## config.mk

```make
export PLATFORM = sky130hd
export DESIGN_NAME = sntp_response_clock_discipline
export DESIGN_NICKNAME = d
export VERILOG_FILES = /design/src/rtl/sntp_rcd_pkg.sv /design/src/rtl/sntp_rcd_calc.sv /design/src/rtl/sntp_response_clock_discipline.sv
export VERILOG_INCLUDE_DIRS = /design/src /design/src/rtl
export SDC_FILE = /design/constraint.sdc
export NUM_CORES = 2
export LEC_CHECK = 0
export ABC_CLOCK_PERIOD_IN_PS = 26000
export BUFFER_PORTS_ARGS = -buffer_cell sky130_fd_sc_hd__buf_2
export CAP_MARGIN = 20
export CELL_PAD_IN_SITES_DETAIL_PLACEMENT = 1
export CELL_PAD_IN_SITES_GLOBAL_PLACEMENT = 1
export CORE_UTILIZATION = 45
export DETAILED_ROUTE_END_ITERATION = 10
export MAX_ROUTING_LAYER = met4
export PLACE_DENSITY_LB_ADDON = 0.1
export SLEW_MARGIN = 0
export SYNTH_ARGS = -nofsm -noshare
export SYNTH_HDL_FRONTEND = slang
export SYNTH_HIERARCHICAL = 1
export SYNTH_SLANG_ARGS = --single-unit
```

## constraint.sdc

```tcl
create_clock -name clk -period 26 [get_ports clk]
set_clock_uncertainty 0.15 [all_clocks]
set_input_delay 3.9 -clock clk [delete_from_list [all_inputs] [get_ports clk]]
set_output_delay 3.9 -clock clk [all_outputs]
set_load 0.01 [all_outputs]
```

## src/rtl/sntp_response_clock_discipline_assert.svh

```systemverilog
// assertion macros for the sntp response clock discipline block
`ifndef SNTP_RESPONSE_CLOCK_DISCIPLINE_ASSERT_SVH
`define SNTP_RESPONSE_CLOCK_DISCIPLINE_ASSERT_SVH

// same-cycle implication, checked outside reset
`define SRCD_ASSERT_NOW(label, ante, cons) \
    label: assert property (@(posedge clk) disable iff (!rst_n) (ante) |-> (cons)) \
        else $error("sntp clock discipline check failed");

// next-cycle implication, checked outside reset
`define SRCD_ASSERT_NEXT(label, ante, cons) \
    label: assert property (@(posedge clk) disable iff (!rst_n) (ante) |=> (cons)) \
        else $error("sntp clock discipline check failed");

`endif

```

## src/rtl/sntp_rcd_pkg.sv

```systemverilog
// shared types and codes for the sntp response clock discipline block
`timescale 1ns / 1ps
`default_nettype none

package sntp_rcd_pkg;

    localparam int TS_W      = 64;
    localparam int THR_W     = 31;
    localparam int STATUS_W  = 4;
    localparam int CFG_IDX_W = 2;

    localparam logic [CFG_IDX_W-1:0] REG_SLEW_LIMIT  = 2'd0;
    localparam logic [CFG_IDX_W-1:0] REG_PANIC_LIMIT = 2'd1;

    localparam logic [THR_W-1:0] SLEW_LIMIT_RESET  = 31'd1;
    localparam logic [THR_W-1:0] PANIC_LIMIT_RESET = 31'd1000;

    localparam logic OP_REQUEST = 1'b0;
    localparam logic OP_REPLY   = 1'b1;

    localparam logic [1:0] LEAP_UNSYNCED = 2'd3;

    localparam logic [STATUS_W-1:0] STATUS_RECORDED     = 4'd0;
    localparam logic [STATUS_W-1:0] STATUS_WRONG_SOURCE = 4'd1;
    localparam logic [STATUS_W-1:0] STATUS_UNSYNCED     = 4'd2;
    localparam logic [STATUS_W-1:0] STATUS_BAD_STRATUM  = 4'd3;
    localparam logic [STATUS_W-1:0] STATUS_NONE_PENDING = 4'd4;
    localparam logic [STATUS_W-1:0] STATUS_ORIGIN_BAD   = 4'd5;
    localparam logic [STATUS_W-1:0] STATUS_ZERO_XMIT    = 4'd6;
    localparam logic [STATUS_W-1:0] STATUS_FILTERED     = 4'd7;
    localparam logic [STATUS_W-1:0] STATUS_SLEW         = 4'd8;
    localparam logic [STATUS_W-1:0] STATUS_PANIC        = 4'd9;
    localparam logic [STATUS_W-1:0] STATUS_STEP         = 4'd10;

    typedef struct packed {
        logic            operation;
        logic [TS_W-1:0] local_time;
        logic            source_ok;
        logic [1:0]      leap_code;
        logic [7:0]      server_stratum;
        logic [TS_W-1:0] origin_stamp;
        logic [TS_W-1:0] receive_stamp;
        logic [TS_W-1:0] transmit_stamp;
    } item_t;

    typedef struct packed {
        logic [STATUS_W-1:0] status;
        logic [TS_W-1:0]     round_delay;
        logic [TS_W-1:0]     clock_offset;
        logic                min_update;
        logic [TS_W-1:0]     min_delay_next;
    } calc_out_t;

endpackage

`default_nettype wire

```

## src/rtl/sntp_rcd_calc.sv

```systemverilog
// reply checks, delay and offset arithmetic, delay filter and clock decision
`timescale 1ns / 1ps
`default_nettype none

module sntp_rcd_calc (
    input  wire sntp_rcd_pkg::item_t                   item,
    input  wire logic [sntp_rcd_pkg::TS_W-1:0]         outstanding,
    input  wire logic [sntp_rcd_pkg::TS_W-1:0]         min_delay,
    input  wire logic [sntp_rcd_pkg::THR_W-1:0]        slew_limit,
    input  wire logic [sntp_rcd_pkg::THR_W-1:0]        panic_limit,
    output sntp_rcd_pkg::calc_out_t                    result
);

    logic [sntp_rcd_pkg::TS_W-1:0] rstamp;
    logic [sntp_rcd_pkg::TS_W-1:0] delay;
    logic [sntp_rcd_pkg::TS_W-1:0] offset_raw;
    logic [sntp_rcd_pkg::TS_W-1:0] offset;
    logic [sntp_rcd_pkg::TS_W-1:0] diff;
    logic [sntp_rcd_pkg::TS_W-1:0] quot;
    logic [sntp_rcd_pkg::TS_W-1:0] filt;
    logic [sntp_rcd_pkg::TS_W-1:0] mag;
    logic [31:0]                   whole;
    logic                          diff_neg;
    logic                          filtered;

    assign rstamp     = (item.receive_stamp == '0) ? item.transmit_stamp : item.receive_stamp;
    assign delay      = (item.local_time + rstamp) - (item.origin_stamp + item.transmit_stamp);
    assign offset_raw = (rstamp + item.transmit_stamp) - (item.origin_stamp + item.local_time);
    assign offset     = {offset_raw[63], offset_raw[63:1]};

    // running filter: min + floor((delay - min) / 16) without overflow
    assign diff     = delay - min_delay;
    assign diff_neg = $signed(delay) < $signed(min_delay);
    assign quot     = {{4{diff_neg}}, diff[63:4]};
    assign filt     = min_delay + quot;

    assign filtered = ($signed(rstamp) >= $signed(item.origin_stamp))
                   && ($signed(item.local_time) >= $signed(item.transmit_stamp))
                   && ($signed(delay) >= $signed(filt));

    assign mag   = offset[63] ? (64'd0 - offset) : offset;
    assign whole = mag[63:32];

    always_comb
    begin
        result.status         = sntp_rcd_pkg::STATUS_RECORDED;
        result.round_delay    = '0;
        result.clock_offset   = '0;
        result.min_update     = 1'b0;
        result.min_delay_next = delay;
        if (item.operation == sntp_rcd_pkg::OP_REQUEST)
        begin
            result.status = sntp_rcd_pkg::STATUS_RECORDED;
        end
        else if (!item.source_ok)
        begin
            result.status = sntp_rcd_pkg::STATUS_WRONG_SOURCE;
        end
        else if (item.leap_code == sntp_rcd_pkg::LEAP_UNSYNCED)
        begin
            result.status = sntp_rcd_pkg::STATUS_UNSYNCED;
        end
        else if (item.server_stratum == 8'd0 || item.server_stratum[7:4] != 4'd0)
        begin
            result.status = sntp_rcd_pkg::STATUS_BAD_STRATUM;
        end
        else if (outstanding == '0)
        begin
            result.status = sntp_rcd_pkg::STATUS_NONE_PENDING;
        end
        else if (item.origin_stamp != outstanding)
        begin
            result.status = sntp_rcd_pkg::STATUS_ORIGIN_BAD;
        end
        else if (item.transmit_stamp == '0)
        begin
            result.status = sntp_rcd_pkg::STATUS_ZERO_XMIT;
        end
        else
        begin
            result.round_delay  = delay;
            result.clock_offset = offset;
            result.min_update   = 1'b1;
            if (filtered)
            begin
                result.status         = sntp_rcd_pkg::STATUS_FILTERED;
                result.min_delay_next = filt;
            end
            else if (whole < {1'b0, slew_limit})
            begin
                result.status = sntp_rcd_pkg::STATUS_SLEW;
            end
            else if (panic_limit != '0 && whole >= {1'b0, panic_limit})
            begin
                result.status = sntp_rcd_pkg::STATUS_PANIC;
            end
            else
            begin
                result.status = sntp_rcd_pkg::STATUS_STEP;
            end
        end
    end

endmodule

`default_nettype wire

```

## src/rtl/sntp_response_clock_discipline.sv

```systemverilog
// top level: input stage, state, result register and checks
//
// channel   dir   handshake             payload
// in        in    in_valid / in_ready   operation .. transmit_stamp
// out       out   out_valid / out_ready status, round_delay, clock_offset
// cfg       in    cfg_write_en          cfg_index, cfg_data
//
// words pass input then result register, one word per cycle while out_ready holds
// the input register feeds the decision logic, which updates the
// outstanding stamp and the delay filter as the word moves to the result register
// reset loads default thresholds and zeroes the state, no words held
// a stalled result blocks the input stage only once that stage also holds a word
`timescale 1ns / 1ps
`default_nettype none

`include "sntp_response_clock_discipline_assert.svh"

module sntp_response_clock_discipline (
    input  wire                                          clk,
    input  wire                                          rst_n,
    input  wire                                          in_valid,
    output logic                                         in_ready,
    input  wire                                          operation,
    input  wire  [sntp_rcd_pkg::TS_W-1:0]                local_time,
    input  wire                                          source_ok,
    input  wire  [1:0]                                   leap_code,
    input  wire  [7:0]                                   server_stratum,
    input  wire  [sntp_rcd_pkg::TS_W-1:0]                origin_stamp,
    input  wire  [sntp_rcd_pkg::TS_W-1:0]                receive_stamp,
    input  wire  [sntp_rcd_pkg::TS_W-1:0]                transmit_stamp,
    output logic                                         out_valid,
    input  wire                                          out_ready,
    output logic [sntp_rcd_pkg::STATUS_W-1:0]            status,
    output logic signed [sntp_rcd_pkg::TS_W-1:0]         round_delay,
    output logic signed [sntp_rcd_pkg::TS_W-1:0]         clock_offset,
    input  wire                                          cfg_write_en,
    input  wire  [sntp_rcd_pkg::CFG_IDX_W-1:0]           cfg_index,
    input  wire  [sntp_rcd_pkg::THR_W-1:0]               cfg_data
);

    logic                              stage_valid_reg;
    logic                              stage_valid_next;
    sntp_rcd_pkg::item_t               stage_item_reg;
    logic                              out_valid_reg;
    logic                              out_valid_next;
    logic [sntp_rcd_pkg::STATUS_W-1:0] out_status_reg;
    logic [sntp_rcd_pkg::TS_W-1:0]     out_delay_reg;
    logic [sntp_rcd_pkg::TS_W-1:0]     out_offset_reg;
    logic [sntp_rcd_pkg::TS_W-1:0]     outstanding_reg;
    logic [sntp_rcd_pkg::TS_W-1:0]     outstanding_next;
    logic [sntp_rcd_pkg::TS_W-1:0]     min_delay_reg;
    logic [sntp_rcd_pkg::TS_W-1:0]     min_delay_next;
    logic [sntp_rcd_pkg::THR_W-1:0]    step_thr_reg;
    logic [sntp_rcd_pkg::THR_W-1:0]    panic_thr_reg;
    logic                              advance;
    logic                              retire;
    sntp_rcd_pkg::item_t               in_item;
    sntp_rcd_pkg::calc_out_t           calc;

    assign in_item.operation      = operation;
    assign in_item.local_time     = local_time;
    assign in_item.source_ok      = source_ok;
    assign in_item.leap_code      = leap_code;
    assign in_item.server_stratum = server_stratum;
    assign in_item.origin_stamp   = origin_stamp;
    assign in_item.receive_stamp  = receive_stamp;
    assign in_item.transmit_stamp = transmit_stamp;

    assign advance  = !out_valid_reg || out_ready;
    assign retire   = advance && stage_valid_reg;
    assign in_ready = !stage_valid_reg || advance;

    sntp_rcd_calc u_calc (
        .item        (stage_item_reg),
        .outstanding (outstanding_reg),
        .min_delay   (min_delay_reg),
        .slew_limit  (step_thr_reg),
        .panic_limit (panic_thr_reg),
        .result      (calc)
    );

    always_comb
    begin
        stage_valid_next = in_ready ? in_valid : stage_valid_reg;
        out_valid_next   = advance ? stage_valid_reg : out_valid_reg;
        outstanding_next = outstanding_reg;
        min_delay_next   = min_delay_reg;
        if (retire)
        begin
            if (stage_item_reg.operation == sntp_rcd_pkg::OP_REQUEST)
            begin
                outstanding_next = stage_item_reg.local_time;
            end
            else
            begin
                outstanding_next = '0;
            end
            if (calc.min_update)
            begin
                min_delay_next = calc.min_delay_next;
            end
        end
    end

    always_ff @(posedge clk or negedge rst_n)
    begin
        if (!rst_n)
        begin
            stage_valid_reg <= 1'b0;
            out_valid_reg   <= 1'b0;
            outstanding_reg <= '0;
            min_delay_reg   <= '0;
            step_thr_reg    <= sntp_rcd_pkg::SLEW_LIMIT_RESET;
            panic_thr_reg   <= sntp_rcd_pkg::PANIC_LIMIT_RESET;
        end
        else
        begin
            stage_valid_reg <= stage_valid_next;
            out_valid_reg   <= out_valid_next;
            outstanding_reg <= outstanding_next;
            min_delay_reg   <= min_delay_next;
            if (cfg_write_en)
            begin
                unique case (cfg_index)
                    sntp_rcd_pkg::REG_SLEW_LIMIT:  step_thr_reg  <= cfg_data;
                    sntp_rcd_pkg::REG_PANIC_LIMIT: panic_thr_reg <= cfg_data;
                    default: ;
                endcase
            end
        end
    end

    // payload registers
    always_ff @(posedge clk)
    begin
        if (in_ready && in_valid)
        begin
            stage_item_reg <= in_item;
        end
        if (retire)
        begin
            out_status_reg <= calc.status;
            out_delay_reg  <= calc.round_delay;
            out_offset_reg <= calc.clock_offset;
        end
    end

    assign out_valid    = out_valid_reg;
    assign status       = out_status_reg;
    assign round_delay  = $signed(out_delay_reg);
    assign clock_offset = $signed(out_offset_reg);

    // rejected or recorded words carry no arithmetic
    `SRCD_ASSERT_NOW(a_reject_zero, out_valid && status < sntp_rcd_pkg::STATUS_FILTERED,
        round_delay == '0 && clock_offset == '0)
    // no status code beyond step
    `SRCD_ASSERT_NOW(a_status_range, out_valid, status <= sntp_rcd_pkg::STATUS_STEP)
    // a held stage word survives a stall
    `SRCD_ASSERT_NEXT(a_stage_hold, stage_valid_reg && !advance,
        stage_valid_reg && $stable(stage_item_reg))
    // any reply leaves nothing outstanding
    `SRCD_ASSERT_NEXT(a_reply_clears, retire
        && stage_item_reg.operation == sntp_rcd_pkg::OP_REPLY, outstanding_reg == '0)

endmodule

`default_nettype wire
```

## Word-level counts from Yosys, hierarchy flattened

Index checks and enable logic that the tools add are counted.

- Bits in registers: 591
- Bits of input ports: 306
- Output and inout port bits: 134
- Word-level logic and storage cells: 84

- Add/sub/neg operators: 9
- $lt $le $gt $ge: 6
- Equal/unequal tests: 3
- Mux-type cells: 20
- Bitwise operators: 2
- Reduce and logical (&&, ||, !) cells: 24

Operator list:

| kind | count |
|---|---|
| two-way mux 65 bit | 7 |
| adder 64 bit | 5 |
| two-way mux 64 bit | 4 |
| greater-or-equal comparator 64 bit | 3 |
| zero test 64 bit | 3 |
| subtractor 64 bit | 3 |
| less-than comparator 64 bit | 1 |
| != test 64 bit | 1 |
| subtractor 1 x 63 -> 64 bit, first input constant | 1 |
| greater-or-equal comparator 32 x 31 -> 1 bit | 1 |
| less-than comparator 32 x 31 -> 1 bit | 1 |
| nonzero test 31 bit | 1 |
| two-way mux 3 bit | 4 |
| zero test 8 bit | 1 |
| two-way mux 2 bit | 4 |
| AND reduction 2 bit | 4 |
| OR reduction 8 bit | 1 |
| OR reduction 7 bit | 1 |
| logical AND 1 bit | 5 |
| nonzero test 4 bit | 1 |
| OR reduction 4 bit | 1 |
| logical OR 1 bit | 3 |
| equality test 2 x 1 -> 1 bit, second input constant | 1 |
| equality test 2 bit, second input constant | 1 |
| 4 further kinds | 6 |

## Longest topological paths before layout

- Depth in word-level cells: 17
- Gate-level depth with buffers: 68

## By module

The synthesis kept the hierarchy.

Modules (own cells, without submodules):

| module | instances | cells an instance | area an instance (sq um) | sequential area each (sq um) |
|---|---|---|---|---|
| sntp_rcd_calc | 1 | 3795 | 29221.8 | 0.0 |
| sntp_response_clock_discipline | 1 | 883 | 19936.6 | 16824.9 |

## Worst setup path before layout

No wires, ideal clock.

- Path kind: flip-flop to flip-flop
- From: register stage_item_reg[124] (netlist bit)
- To: register min_delay_reg[47] (netlist bit)
- Library setup time: 0.125 ns
- Data arrival time: 12.916 ns
- Required time: 25.725 ns
- Slack: 12.809 ns
- Stages on the path, launching flop included: 67
- Clock period less this slack: 13.191 ns
- Cell sequence: edfxtp_1 nor4_1 nand4_1 nor4_1 clkbuf_1 clkbuf_1 a21oi_1 fa_1 inv_1 ha_1 o21ai_0 o21ai_0 a21o_1 o21ai_0 nor2_1 o21a_1 o21a_1 o21a_1 [... 31 more ...] ha_1 a21oi_1 nor2b_1 o21ai_0 nand2b_1 a21oi_1 nor2b_1 o211ai_1 a211oi_1 nor4_1 mux2i_1 nor3_1 o21ai_1 or2_2 clkbuf_1 buf_1 mux2_2 mux2_4

RTL lines:

| element | line | source |
|---|---|---|
| start, declared | sntp_response_clock_discipline.sv:43 | `sntp_rcd_pkg::item_t stage_item_reg;` |
| start signal, assigned | sntp_response_clock_discipline.sv:138 | `stage_item_reg <= in_item;` |
| end signal, assigned | sntp_response_clock_discipline.sv:121 | `min_delay_reg <= min_delay_next;` |
| end, declared | sntp_response_clock_discipline.sv:51 | `logic [sntp_rcd_pkg::TS_W-1:0] min_delay_reg;` |

==> reports/metrics.csv <==
metric,value,unit
outcome,completed,
Die Height,332.5,microns
Iter 0 DRT Violations,3366,
internal power,3.635,mW
DP Wirelength,151500,microns
Syn Area/Cell,10.51,sq um
TNS Setup,0,ns
Synth Area in Compound Gates,0.1378,
vias in the first global route,40850,
Fmax achieved,0.05935,GHz
Final Util,0.5139,
combinational family with the most area after synthesis,adder cells,
combinational share of power,0.702,
Synth cell types,102,
"commonest non-fill, non-tap cells in the layout","ha_1 (513), inv_1 (490), buf_2 (440)",
grt total ovfl,0,
fraction of synthesized cell area in xor and xnor cells,0.05292,
initial antenna violation count,6,
Post-CTS Setup Bufs,0,
Synth Net Count,5747,
Setup crit end kind,flop,
DRC,0,
largest cells by area after synthesis,"edfxtp_1 (24%), ha_1 (13%), fa_1 (10%), dfrtp_1 (9.4%), inv_1 (3.7%)",
"Reg clk slew, reported paths",0.06,ns
Simple-Gate Fraction of Synth Area,0.1235,
Area Overhead vs Synth,12.54,%
TritonCTS buffer count,71,
mux contribution to synthesized area,0.06269,
endpoints failing setup,0,
area of the multi-input gates,0.03002,sq mm
antenna-violating nets left,0,
"commonest non-fill, non-tap cell in the layout",ha_1,
Final GP Congestion,1.014,
Clk pwr share,0.139,
Max VDD drop,65.64,uV
"EDFF count, synth",400,
PwrDens,133.9,mW/mm^2
Starting Density,0.4566,
# IOs,440,
RSZ-0062 raised after global routing,false,
hold buffer count at CTS,0,
post-synth top area share,0.2443,
CP Max Fanout,51,
startpoint types,flop,
"Seq/Total Area, Yosys",0.3423,
CTS root buf,clkbuf_16,
I/O Buffers,439,
Synth Register Bits,592,
first-pass GRT wire length,267800,microns
crit path kind,reg -> reg,
max incr delay on CP,0.90,ns
Mapped Cells,4678,
setup ws final,9.150,ns
Yosys warning total,6,
slowest CP cell,o21ai_0,
Fill cells,11800,
Hold Path Class,reg -> reg,
largest net degree at the start of global routing,88,
FF/Latch Area,0.01682,sq mm
Reg power frac,0.159,
pre-CTS setup slack,9.507,ns
Max-Cap Viols,0,
Max Slew Vio Count,0,
Synth Cell Area,0.04916,sq mm
final WL,182100,microns
CP required,26.42,ns
Initial DRT Pass Iterations,5,
final worst-path cycle share,0.6481,
DIE AREA,0.1106,sq mm
Worst-Skew Late Latency,0.69,ns
Site Rows,120,
Synth area leader,edfxtp_1,
Tightest Pin Transition,1.191,ns
clk sinks,592,
switching part of the total,0.5091,
cell mode on critical path,o21a_1,
"Top FF cell, synth",edfxtp_1,
"Hold Vio Cnt, Final",0,
Leak Pwr,25.54,nW
Longest Clk Path Bufs,3,
fin crit period,16.85,ns
H-tree levels,3,
"Arr. time, crit path",17.27,ns
GR Util All Layers,0.3359,
Core Region,0.1077,sq mm
share of layout cells above drive strength 1,0.1636,
nets@finish,6200,
Die X,332.5,microns
max reg flops,268,
adder-cell area share of the yosys netlist,0.2326,
Rel. slew slack,0.1996,
Vias,39520,
CTS tree,done,
Synth async-reset ratio,0.3243,
WL per Instance,27.60,microns
# resized after CTS,0,
vias per inst,5.992,
final hold slack,0.3585,ns
NetSw,3.770,mW
==> cell usage after synthesis (8+ instances only) <==
| cell | number |
|---|---|
| buf_1 | 15 |
| nand3b_1 | 9 |
| and3_1 | 42 |
| o21a_1 | 61 |
| xor2_1 | 154 |
| nand2b_1 | 52 |
| clkbuf_1 | 55 |
| or3_1 | 20 |
| nor3_1 | 71 |
| nor2b_1 | 128 |
| o211ai_1 | 25 |
| and4_1 | 16 |
| a31oi_1 | 30 |
| a21oi_1 | 290 |
| o21ai_0 | 163 |
| a221oi_1 | 13 |
| nand3_1 | 68 |
| mux2_4 | 60 |
| ha_1 | 513 |
| nor2_1 | 281 |
| nor4_1 | 97 |
| dfrtp_1 | 185 |
| o41ai_1 | 8 |
| mux2i_1 | 57 |
| and2_1 | 51 |
| a211o_1 | 9 |
| o21bai_1 | 38 |
| buf_2 | 11 |
| mux2_2 | 141 |
| or2_2 | 12 |
| o2111ai_1 | 9 |
| a21o_1 | 243 |
| a311oi_1 | 9 |
| nand2_1 | 162 |
| fa_1 | 250 |
| a211oi_1 | 25 |
| a21boi_0 | 9 |
| inv_1 | 491 |
| edfxtp_1 | 400 |
| xnor2_1 | 143 |
| o31ai_1 | 14 |
| nand4_1 | 103 |
==> area by class of cell <==
class	instances	share of cell area
clock inverter	45	0.009748
timing repair buffer	475	0.04467
inverter	491	0.03340
tap	1403	0.03173
antenna	3	0.0001357
clock buffer	87	0.03356
sequential	592	0.3041
multi-input combinational	3500	0.5426
==> critical path, delay by kind of cell, from the launching register on <==
kind	cells	cell delay, ns
adders and majority gates	5	1.59
xor gates and xnor gates	3	0.59
and+or+nand+nor	12	3.84
muxes	3	0.91
DFF	1	0.41
buffers and inverters	4	1.23
AOI/OAI and AO/OA	30	7.86
==> cells by family after synthesis <==
logic type / after synthesis
compound gates: 1030
xor+xnor: 297
fa+ha+maj: 764
buf+inv: 586
flops: 592
mux: 260
simple gates: 1149
==> power groups by stage <==
stage | sequential (mW) | combinational, mW | clock (mW)
6_report | 1.18 | 5.20 | 1.03
5_1_grt | 1.18 | 5.68 | 1.08
4_1_cts | 1.18 | 5.11 | 1.05
3_5_place_dp | 1.20 | 5.07 | 0
3_3_place_gp | 1.19 | 4.95 | 0
2_1_floorplan | 1.17 | 3.53 | 0
==> layer usage <==
layer	GRT usage	routed length, microns	vias to the layer above
li1	-	-	17680
met1	0.4725	83940	20120
met2	0.4974	79680	1438
met3	0.03947	11180	288
met4	0.1229	7261	0
met5	-	0	-
==> final timing paths <==
kind                                     from                  end  slack (ns)  depth (start not counted)
hold / removal               step_thr_reg[18]     step_thr_reg[18]        0.36                          1
setup reg to reg           stage_item_reg[86]     min_delay_reg[0]        9.15                         57
setup / recovery           stage_item_reg[86]     min_delay_reg[0]        9.15                         57
hold reg to reg              step_thr_reg[18]     step_thr_reg[18]        0.36                          1
max in group asynchronous               rst_n  outstanding_reg[52]       21.13                          2
min in group asynchronous               rst_n     min_delay_reg[3]        3.12                          1
==> through the flow <==
| stage | area [sq um] | cells | power [mW] |
|---|---|---|---|
| 4_1_cts | 55320 | 6593 | 7.337 |
| 6_report | 55320 | 6596 | 7.406 |
| 5_1_grt | 55320 | 6593 | 7.939 |
| 2_1_floorplan | 49160 | 4678 | 4.695 |
| 3_3_place_gp | 52900 | 6458 | 6.143 |
| 3_5_place_dp | 52920 | 6461 | 6.263 |
Power figures use the tool's default switching activity.
